--- config.mk ---
export PLATFORM = sky130hd
export DESIGN_NAME = cached_lock_manager_queue
export DESIGN_NICKNAME = d
export VERILOG_FILES = /design/src/rtl/clmq_pkg.sv /design/src/rtl/clmq_lock_table.sv /design/src/rtl/cached_lock_manager_queue.sv
export SDC_FILE = /design/constraint.sdc
export NUM_CORES = 2
export LEC_CHECK = 0
export ABC_AREA = 0
export BUFFER_PORTS_ARGS = -buffer_cell sky130_fd_sc_hd__buf_2
export CORE_ASPECT_RATIO = 0.6
export CORE_UTILIZATION = 40
export CTS_BUF_LIST = sky130_fd_sc_hd__clkbuf_8
export DETAILED_ROUTE_END_ITERATION = 16
export PLACE_DENSITY = 0.59
export SYNTH_ARGS = -nofsm -noshare
export SYNTH_HDL_FRONTEND = slang
export SYNTH_SLANG_ARGS = --single-unit
--- constraint.sdc ---
create_clock -name aclk -period 8.3 [get_ports aclk]
set_input_delay 0.415 -clock aclk [delete_from_list [all_inputs] [get_ports aclk]]
set_output_delay 0.415 -clock aclk [all_outputs]
set_load 0.01 [all_outputs]
--- src/rtl/clmq_pkg.sv ---
`timescale 1ns / 1ps
// ----------------------------------------------------------------------------
// clmq_pkg
// Types, sizes and helpers shared by the cached lock manager queue.
// ----------------------------------------------------------------------------
package clmq_pkg;

    localparam int LOCK_ENTRIES = 16;
    localparam int WAITER_DEPTH = 16;

    localparam int ENTRY_W = (LOCK_ENTRIES > 1) ? $clog2(LOCK_ENTRIES) : 1;
    localparam int POS_W   = $clog2(WAITER_DEPTH);
    localparam int CNT_W   = $clog2(WAITER_DEPTH + 1);
    localparam int SLOTS   = LOCK_ENTRIES * WAITER_DEPTH;
    localparam int ADDR_W  = $clog2(SLOTS);
    localparam int SLOT_W  = ENTRY_W + POS_W + 1;

    localparam logic       OP_ACQUIRE = 1'b0;
    localparam logic       OP_RELEASE = 1'b1;

    localparam logic [1:0] STATUS_OK    = 2'd0;
    localparam logic [1:0] STATUS_RETRY = 2'd1;
    localparam logic [1:0] STATUS_FULL  = 2'd2;

    typedef struct packed {
        logic        operation;
        logic [63:0] lock_id;
        logic [7:0]  client_index;
    } in_item_t;

    typedef struct packed {
        logic [1:0] status;
        logic       send_revoke;
        logic       send_retry;
        logic [7:0] target_client;
    } out_item_t;

    // Next position in a lock's circular waiter queue
    function automatic logic [POS_W-1:0] pos_inc(input logic [POS_W-1:0] p);
        logic [POS_W-1:0] r;
        if (p == POS_W'(WAITER_DEPTH - 1)) begin
            r = '0;
        end else begin
            r = p + POS_W'(1);
        end
        return r;
    endfunction

    // Position count places after p, with count below WAITER_DEPTH
    function automatic logic [POS_W-1:0] pos_add(input logic [POS_W-1:0] p,
                                                 input logic [CNT_W-1:0] count);
        logic [POS_W:0] s;
        s = (POS_W + 1)'(p) + (POS_W + 1)'(count);
        if (s >= (POS_W + 1)'(WAITER_DEPTH)) begin
            s = s - (POS_W + 1)'(WAITER_DEPTH);
        end
        return s[POS_W-1:0];
    endfunction

    function automatic logic [ADDR_W-1:0] slot_addr(input logic [ENTRY_W-1:0] e,
                                                    input logic [POS_W-1:0] p);
        logic [SLOT_W-1:0] s;
        s = SLOT_W'(e) * SLOT_W'(WAITER_DEPTH) + SLOT_W'(p);
        return s[ADDR_W-1:0];
    endfunction

endpackage

--- src/rtl/clmq_lock_table.sv ---
`timescale 1ns / 1ps
// ----------------------------------------------------------------------------
// clmq_lock_table
// Lock entry table, key match and waiter queues; answers one item per cycle while fire is high.
// ----------------------------------------------------------------------------
module clmq_lock_table (
    input  logic                aclk,
    input  logic                aresetn,
    input  logic                fire,
    input  clmq_pkg::in_item_t  item,
    output clmq_pkg::out_item_t result
);

    localparam int LE = clmq_pkg::LOCK_ENTRIES;
    localparam int EW = clmq_pkg::ENTRY_W;
    localparam int PW = clmq_pkg::POS_W;
    localparam int CW = clmq_pkg::CNT_W;
    localparam int AW = clmq_pkg::ADDR_W;

    logic          valid_reg   [LE];
    logic [63:0]   key_reg     [LE];
    logic [PW-1:0] head_reg    [LE];
    logic [CW-1:0] count_reg   [LE];
    // head client and the one behind it, cached per entry
    logic [7:0]    head_cl_reg [LE];
    logic [7:0]    next_cl_reg [LE];

    logic [7:0]    waiter_mem  [clmq_pkg::SLOTS];
    logic [7:0]    rdata_reg;
    logic          pend_reg;
    logic [EW-1:0] pend_idx_reg;

    logic          hit_found, free_found;
    logic [EW-1:0] hit_idx, free_idx;
    logic [PW-1:0] cur_head;
    logic [CW-1:0] cur_count;
    logic [7:0]    cur_head_cl, cur_next;
    logic [CW-1:0] new_cnt, pop_cnt;
    logic [PW-1:0] pop_head, tail_pos;

    logic          upd_en, upd_valid;
    logic [EW-1:0] upd_idx;
    logic [PW-1:0] upd_head;
    logic [CW-1:0] upd_count;
    logic          key_we, head_cl_we, next_cl_we, mem_we, rd_en;
    logic [7:0]    head_cl_val;
    logic [AW-1:0] mem_waddr, rd_addr;

    // lowest matching entry and lowest free entry
    always_comb begin
        hit_found  = 1'b0;
        hit_idx    = '0;
        free_found = 1'b0;
        free_idx   = '0;
        for (int e = LE - 1; e >= 0; e--) begin
            if (valid_reg[e] && key_reg[e] == item.lock_id) begin
                hit_found = 1'b1;
                hit_idx   = EW'(e);
            end
            if (!valid_reg[e]) begin
                free_found = 1'b1;
                free_idx   = EW'(e);
            end
        end
    end

    assign cur_head    = head_reg[hit_idx];
    assign cur_count   = count_reg[hit_idx];
    assign cur_head_cl = head_cl_reg[hit_idx];
    // take the refill still in flight for this entry
    assign cur_next    = (pend_reg && pend_idx_reg == hit_idx) ? rdata_reg
                                                               : next_cl_reg[hit_idx];

    assign new_cnt  = cur_count + CW'(1);
    assign tail_pos = clmq_pkg::pos_add(cur_head, cur_count);
    assign pop_head = (cur_count != '0) ? clmq_pkg::pos_inc(cur_head) : cur_head;
    assign pop_cnt  = (cur_count != '0) ? cur_count - CW'(1) : cur_count;

    always_comb begin
        result      = '0;
        upd_en      = 1'b0;
        upd_idx     = hit_idx;
        upd_valid   = 1'b1;
        upd_head    = cur_head;
        upd_count   = cur_count;
        key_we      = 1'b0;
        head_cl_we  = 1'b0;
        head_cl_val = item.client_index;
        next_cl_we  = 1'b0;
        mem_we      = 1'b0;
        mem_waddr   = clmq_pkg::slot_addr(hit_idx, tail_pos);
        rd_en       = 1'b0;
        rd_addr     = clmq_pkg::slot_addr(hit_idx, clmq_pkg::pos_inc(pop_head));
        result.status = clmq_pkg::STATUS_OK;

        if (item.operation == clmq_pkg::OP_ACQUIRE) begin
            if (!hit_found) begin
                if (!free_found) begin
                    result.status = clmq_pkg::STATUS_FULL;
                end else begin
                    upd_en     = 1'b1;
                    upd_idx    = free_idx;
                    upd_head   = '0;
                    upd_count  = CW'(1);
                    key_we     = 1'b1;
                    head_cl_we = 1'b1;
                    mem_we     = 1'b1;
                    mem_waddr  = clmq_pkg::slot_addr(free_idx, '0);
                    result.target_client = item.client_index;
                end
            end else if (cur_count >= CW'(clmq_pkg::WAITER_DEPTH)) begin
                result.status = clmq_pkg::STATUS_FULL;
            end else begin
                upd_en    = 1'b1;
                upd_count = new_cnt;
                mem_we    = 1'b1;
                result.target_client = cur_head_cl;
                if (new_cnt > CW'(1)) begin
                    result.status = clmq_pkg::STATUS_RETRY;
                end
                if (new_cnt == CW'(2)) begin
                    result.send_revoke = 1'b1;
                    next_cl_we         = 1'b1;
                end
            end
        end else if (hit_found) begin
            upd_en = 1'b1;
            if (pop_cnt != '0) begin
                upd_head    = pop_head;
                upd_count   = pop_cnt;
                head_cl_we  = 1'b1;
                head_cl_val = cur_next;
                result.target_client = cur_next;
                result.send_retry    = 1'b1;
                if (pop_cnt > CW'(1)) begin
                    result.send_revoke = 1'b1;
                    // fetch the new second waiter for the cache
                    rd_en = 1'b1;
                end
            end else begin
                upd_valid = 1'b0;
                upd_head  = '0;
                upd_count = '0;
            end
        end
    end

    always_ff @(posedge aclk) begin
        if (!aresetn) begin
            pend_reg <= 1'b0;
            for (int e = 0; e < LE; e++) begin
                valid_reg[e] <= 1'b0;
                head_reg[e]  <= '0;
                count_reg[e] <= '0;
            end
        end else begin
            pend_reg <= fire && rd_en;
            if (fire && upd_en) begin
                valid_reg[upd_idx] <= upd_valid;
                head_reg[upd_idx]  <= upd_head;
                count_reg[upd_idx] <= upd_count;
            end
        end
    end

    always_ff @(posedge aclk) begin
        if (fire && key_we) begin
            key_reg[upd_idx] <= item.lock_id;
        end
        if (fire && head_cl_we) begin
            head_cl_reg[upd_idx] <= head_cl_val;
        end
        if (pend_reg) begin
            next_cl_reg[pend_idx_reg] <= rdata_reg;
        end
        if (fire && next_cl_we) begin
            next_cl_reg[upd_idx] <= item.client_index;
        end
        if (fire && rd_en) begin
            pend_idx_reg <= hit_idx;
        end
    end

    always_ff @(posedge aclk) begin
        if (fire && mem_we) begin
            waiter_mem[mem_waddr] <= item.client_index;
        end
    end

    always_ff @(posedge aclk) begin
        if (fire && rd_en) begin
            rdata_reg <= waiter_mem[rd_addr];
        end
    end

    a_full_silent: assert property (@(posedge aclk) disable iff (!aresetn)
        fire && result.status == clmq_pkg::STATUS_FULL |->
            !result.send_revoke && !result.send_retry && result.target_client == 8'd0)
        else $error("FULL answer carries a message");

    a_refill_live: assert property (@(posedge aclk) disable iff (!aresetn)
        pend_reg |-> valid_reg[pend_idx_reg] && count_reg[pend_idx_reg] >= CW'(2))
        else $error("waiter refill for an entry without a second waiter");

    a_revoke_ctx: assert property (@(posedge aclk) disable iff (!aresetn)
        fire && result.send_revoke |->
            result.status == clmq_pkg::STATUS_RETRY || result.send_retry)
        else $error("revoke outside a queued acquire or a handover");

    a_refill_once: assert property (@(posedge aclk) disable iff (!aresetn)
        pend_reg |=> !pend_reg || $past(fire))
        else $error("refill raised without an item");

endmodule

--- src/rtl/cached_lock_manager_queue.sv ---
`timescale 1ns / 1ps
// ----------------------------------------------------------------------------
// cached_lock_manager_queue
// FIFO lock manager with revoke and retry signalling, one request per cycle unless the output backs up.
// ----------------------------------------------------------------------------
// Takes one acquire or release request per clock and answers each with one
// result item: while the request sits in the input register, the 16-way
// key match and the queue update run, and the answer is loaded into the
// output register on the edge at which the request advances. The
// combinational key match over the lock table sets the clock this design
// reaches. The input side keeps accepting while an answer waits on the output
// side; it stalls only when both registers are full and the answer is not
// being taken.
module cached_lock_manager_queue (
    input  logic                aclk,
    input  logic                aresetn,
    input  logic                s_valid,
    output logic                s_ready,
    input  clmq_pkg::in_item_t  s_item,
    output logic                m_valid,
    input  logic                m_ready,
    output clmq_pkg::out_item_t m_item
);

    clmq_pkg::in_item_t  in_reg;
    logic                in_valid_reg;
    clmq_pkg::out_item_t out_reg;
    logic                out_valid_reg;
    clmq_pkg::out_item_t result;
    logic                advance;

    assign advance = in_valid_reg && (!out_valid_reg || m_ready);
    assign s_ready = !in_valid_reg || advance;
    assign m_valid = out_valid_reg;
    assign m_item  = out_reg;

    clmq_lock_table u_table (
        .aclk    (aclk),
        .aresetn (aresetn),
        .fire    (advance),
        .item    (in_reg),
        .result  (result)
    );

    always_ff @(posedge aclk) begin
        if (!aresetn) begin
            in_valid_reg  <= 1'b0;
            out_valid_reg <= 1'b0;
        end else begin
            if (s_valid && s_ready) begin
                in_valid_reg <= 1'b1;
            end else if (advance) begin
                in_valid_reg <= 1'b0;
            end
            if (advance) begin
                out_valid_reg <= 1'b1;
            end else if (m_ready) begin
                out_valid_reg <= 1'b0;
            end
        end
    end

    always_ff @(posedge aclk) begin
        if (s_valid && s_ready) begin
            in_reg <= s_item;
        end
        if (advance) begin
            out_reg <= result;
        end
    end

endmodule

==> out/metrics.yaml <==
synth:
  yosysTopAreaCell: "edfxtp_1"
  synth.cell_area_um2: 152000
  ys_seq_area_frac: 0.709
  synth_edf_count: 3569
  yosys_warnings: 0
  syn_nets: 9246
  synthCells: 9159
  avgSynthCellArea_um2: 16.6
  synth_cell_types: 102
  async_flop_share: 0
  synth_top_area_frac: 0.706
  synth_area_leaders: "edfxtp_1 (71%), mux4_2 (7.9%), xnor2_1 (2.7%)"
  synth_flop_cell: "edfxtp_1"
  yosys_register_bits: 3588
sta:
  tightestPinTransition_ns: 1.76
  timing.final.ws_setup_ns: -0.210
  tns_ns: -0.841
  timing.final.crit_share: 1.03
  fmax_mhz: 118
  report.final.slew_viol_count: 129
  timing.slew.headroom: -0.174
  period_minus_slack_ns: 8.51
  hold_viol: 0
  setup_viol: 8
  hold_ws_ns: 0.0849
  rsz0062_at_grt: "true"
  fin_skew_ns: 0.120
worst_setup_path:
  cp_top_family: "buffers and inverters"
  crit_slowest_cell: "a211oi_4"
  critPathLaunchType: "flop"
  crit_type: "flop to flop"
  worst-path-buf-inv: 12
  cp_common_cell: "buf_4"
  path_max_fanout: 48
  worst_setup_path_end_kind: "flop"
  crit_required_ns: 9.10
  critPathMaxStageDelay_ns: 0.53
  crit_arrival_ns: 9.31
finish:
  area_growth_pct: 20.4
  final_area_um2: 183000
  drive_gt1_frac: 0.282
  largest_reg_flops: 2048
  fin_cells: 16300
  final_cell_mix: "edfxtp_1 (3,569), buf_4 (1,186), clkbuf_8 (559)"
  mostFrequentLayoutCell: "edfxtp_1"
  fin_nets: 10900
  nFillCells: 31600
  utilization: 0.486
clock_tree:
  cts_root_buf: "clkbuf_8"
  htree_levels: 6
  cts_buffers: 547
  insertion_delay_ns: 1.12
  cts_tree: "done"
  cts_sinks: 3588
  cts_buffer_depth: 4
  clkTransAtPathRegs_ns: 0.07
die:
  die-area_um2: 382000
  num_rows: 174
  start_util: 0.404
  ios: 91
  die_h_um: 479
  core_um2: 376000
  fp.dieW_um: 797
pwr:
  peakVddDrop_uv: 163
  powerDensity_nw_per_um2: 212
  power.leakage_nw: 60.6
  p_total_mw: 38.8
placed_design:
  io_buffers: 90
  dp_hpwl_mm: 370
  place_area_um2: 169000
  dp.cells: 15000
  globalplace.congestion: 1.00
  pre_cts_slack_ns: -1.47
global_route:
  antenna_found_initial: 59
  grt_util_all_layers: 0.273
  grt.overflow.total: 0
  grt_pass1_wl_mm: 736
  grt_pass1_vias: 92700
  grt_start_max_net_pins: 206
status:
  status: "finished, violations left"
  violations: "slew limit, setup timing"
route:
  routed_wl_mm: 541
  drt_first_iter_violations: 15400
  vias_per_cell: 5.98
  drtAntennaViolNets: 0
  first_pass_iters: 8
  routedWlPerCell_um: 33.2
  vias: 97300
  drc: 0
run:
  cap_viol_max_count: 0
min_path:
  hold_class: "input pin to flop"
## power by group
part / switching, mW / leakage, nW / total (mW) / internal, mW
clock network: 7.24 / 5.56 / 13.8 / 6.60
logic: 2.92 / 22.7 / 4.90 / 1.98
registers: 0.0434 / 32.4 / 20.0 / 20.0
total: 10.2 / 60.6 / 38.8 / 28.6
## kinds of logic after synthesis
kind of cell / share of synthesized area
DFF: 0.709
and+or+nand+nor: 0.0840
muxes: 0.107
xor gates and xnor gates: 0.0450
AOI/OAI and AO/OA: 0.0359
buffers and inverters: 0.0189
adders and majority gates: 0.000874
## routing by layer
| layer | GRT usage | part of all wire | vias to the layer above |
|---|---|---|---|
| met2 | 0.359 | 0.39 | 6803 |
| li1 | - | - | 39500 |
| met5 | 0.00951 | 0.0017 | - |
| met3 | 0.102 | 0.15 | 881 |
| met4 | 0.0662 | 0.026 | 30 |
| met1 | 0.423 | 0.43 | 50100 |
## area by class of cell
type                    count  area (µm²)  share of cell area
flip-flops and latches   3588      108000               0.588
multi-input cells        4928       42900               0.234
repair buffers           1647       15800              0.0866
clock buffers             559        7690              0.0421
well taps                5016        6280              0.0343
clock inverters           402        2060              0.0113
inverters                 127         495             0.00271
diodes                     20        50.0            0.000274
repair inverters            1        11.3           0.0000616
## timing repair
| item | CTS | global route |
|---|---|---|
| endpoints found under the hold margin | 81 | 0 |
| hold buffers | 100 | 0 |
| setup endpoints to repair | 41 | 182 |
| buffers inserted | 22 | 132 |
| pin swaps | 6 | 36 |
| gates cloned | 6 | 14 |
| gates resized for setup | 72 | 202 |
## worst paths after layout
path / from / to / slack (ns) / cells after the start
setup / recovery: in_reg[42]$_DFFE_PP_ / u_table.rdata_reg[7]$_DFFE_PP_ / -0.21 / 36
hold / removal: s_item[29] / in_reg[29]$_DFFE_PP_ / 0.08 / 2
setup reg to reg: in_reg[42]$_DFFE_PP_ / u_table.rdata_reg[7]$_DFFE_PP_ / -0.21 / 36
hold reg to reg: in_valid_reg$_SDFFE_PN0P_ / m_valid$_SDFFE_PN0P_ / 0.54 / 1
## worst reg2reg max path, delay by kind of cell, from the launching register on
kind / cells / cell delay [ns]
buffers and inverters: 12 / 2.27
and+or+nand+nor: 9 / 2.18
AOI/OAI and AO/OA: 7 / 1.72
muxes: 5 / 1.15
DFF: 1 / 0.37
adders and majority gates: 2 / 0.37
xor gates and xnor gates: 1 / 0.16
## synth_stat cells (all sizes together) (35+ instances only)
cell type,number
nand3,158
edfxtp,3569
clkbuf,262
a221oi,73
xor2,302
a21oi,118
mux4,533
a32oi,35
nor3,67
nor4,216
inv,125
nand2,449
or4,40
xnor2,476
a31oi,144
nor2,561
mux2,157
o21ai,88
mux2i,243
nand4,292
buf,255
o2111ai,62
nand2b,389
and3,47
a211oi,101
nor2b,104
Note: power is estimated with default switching activity, not from simulation.
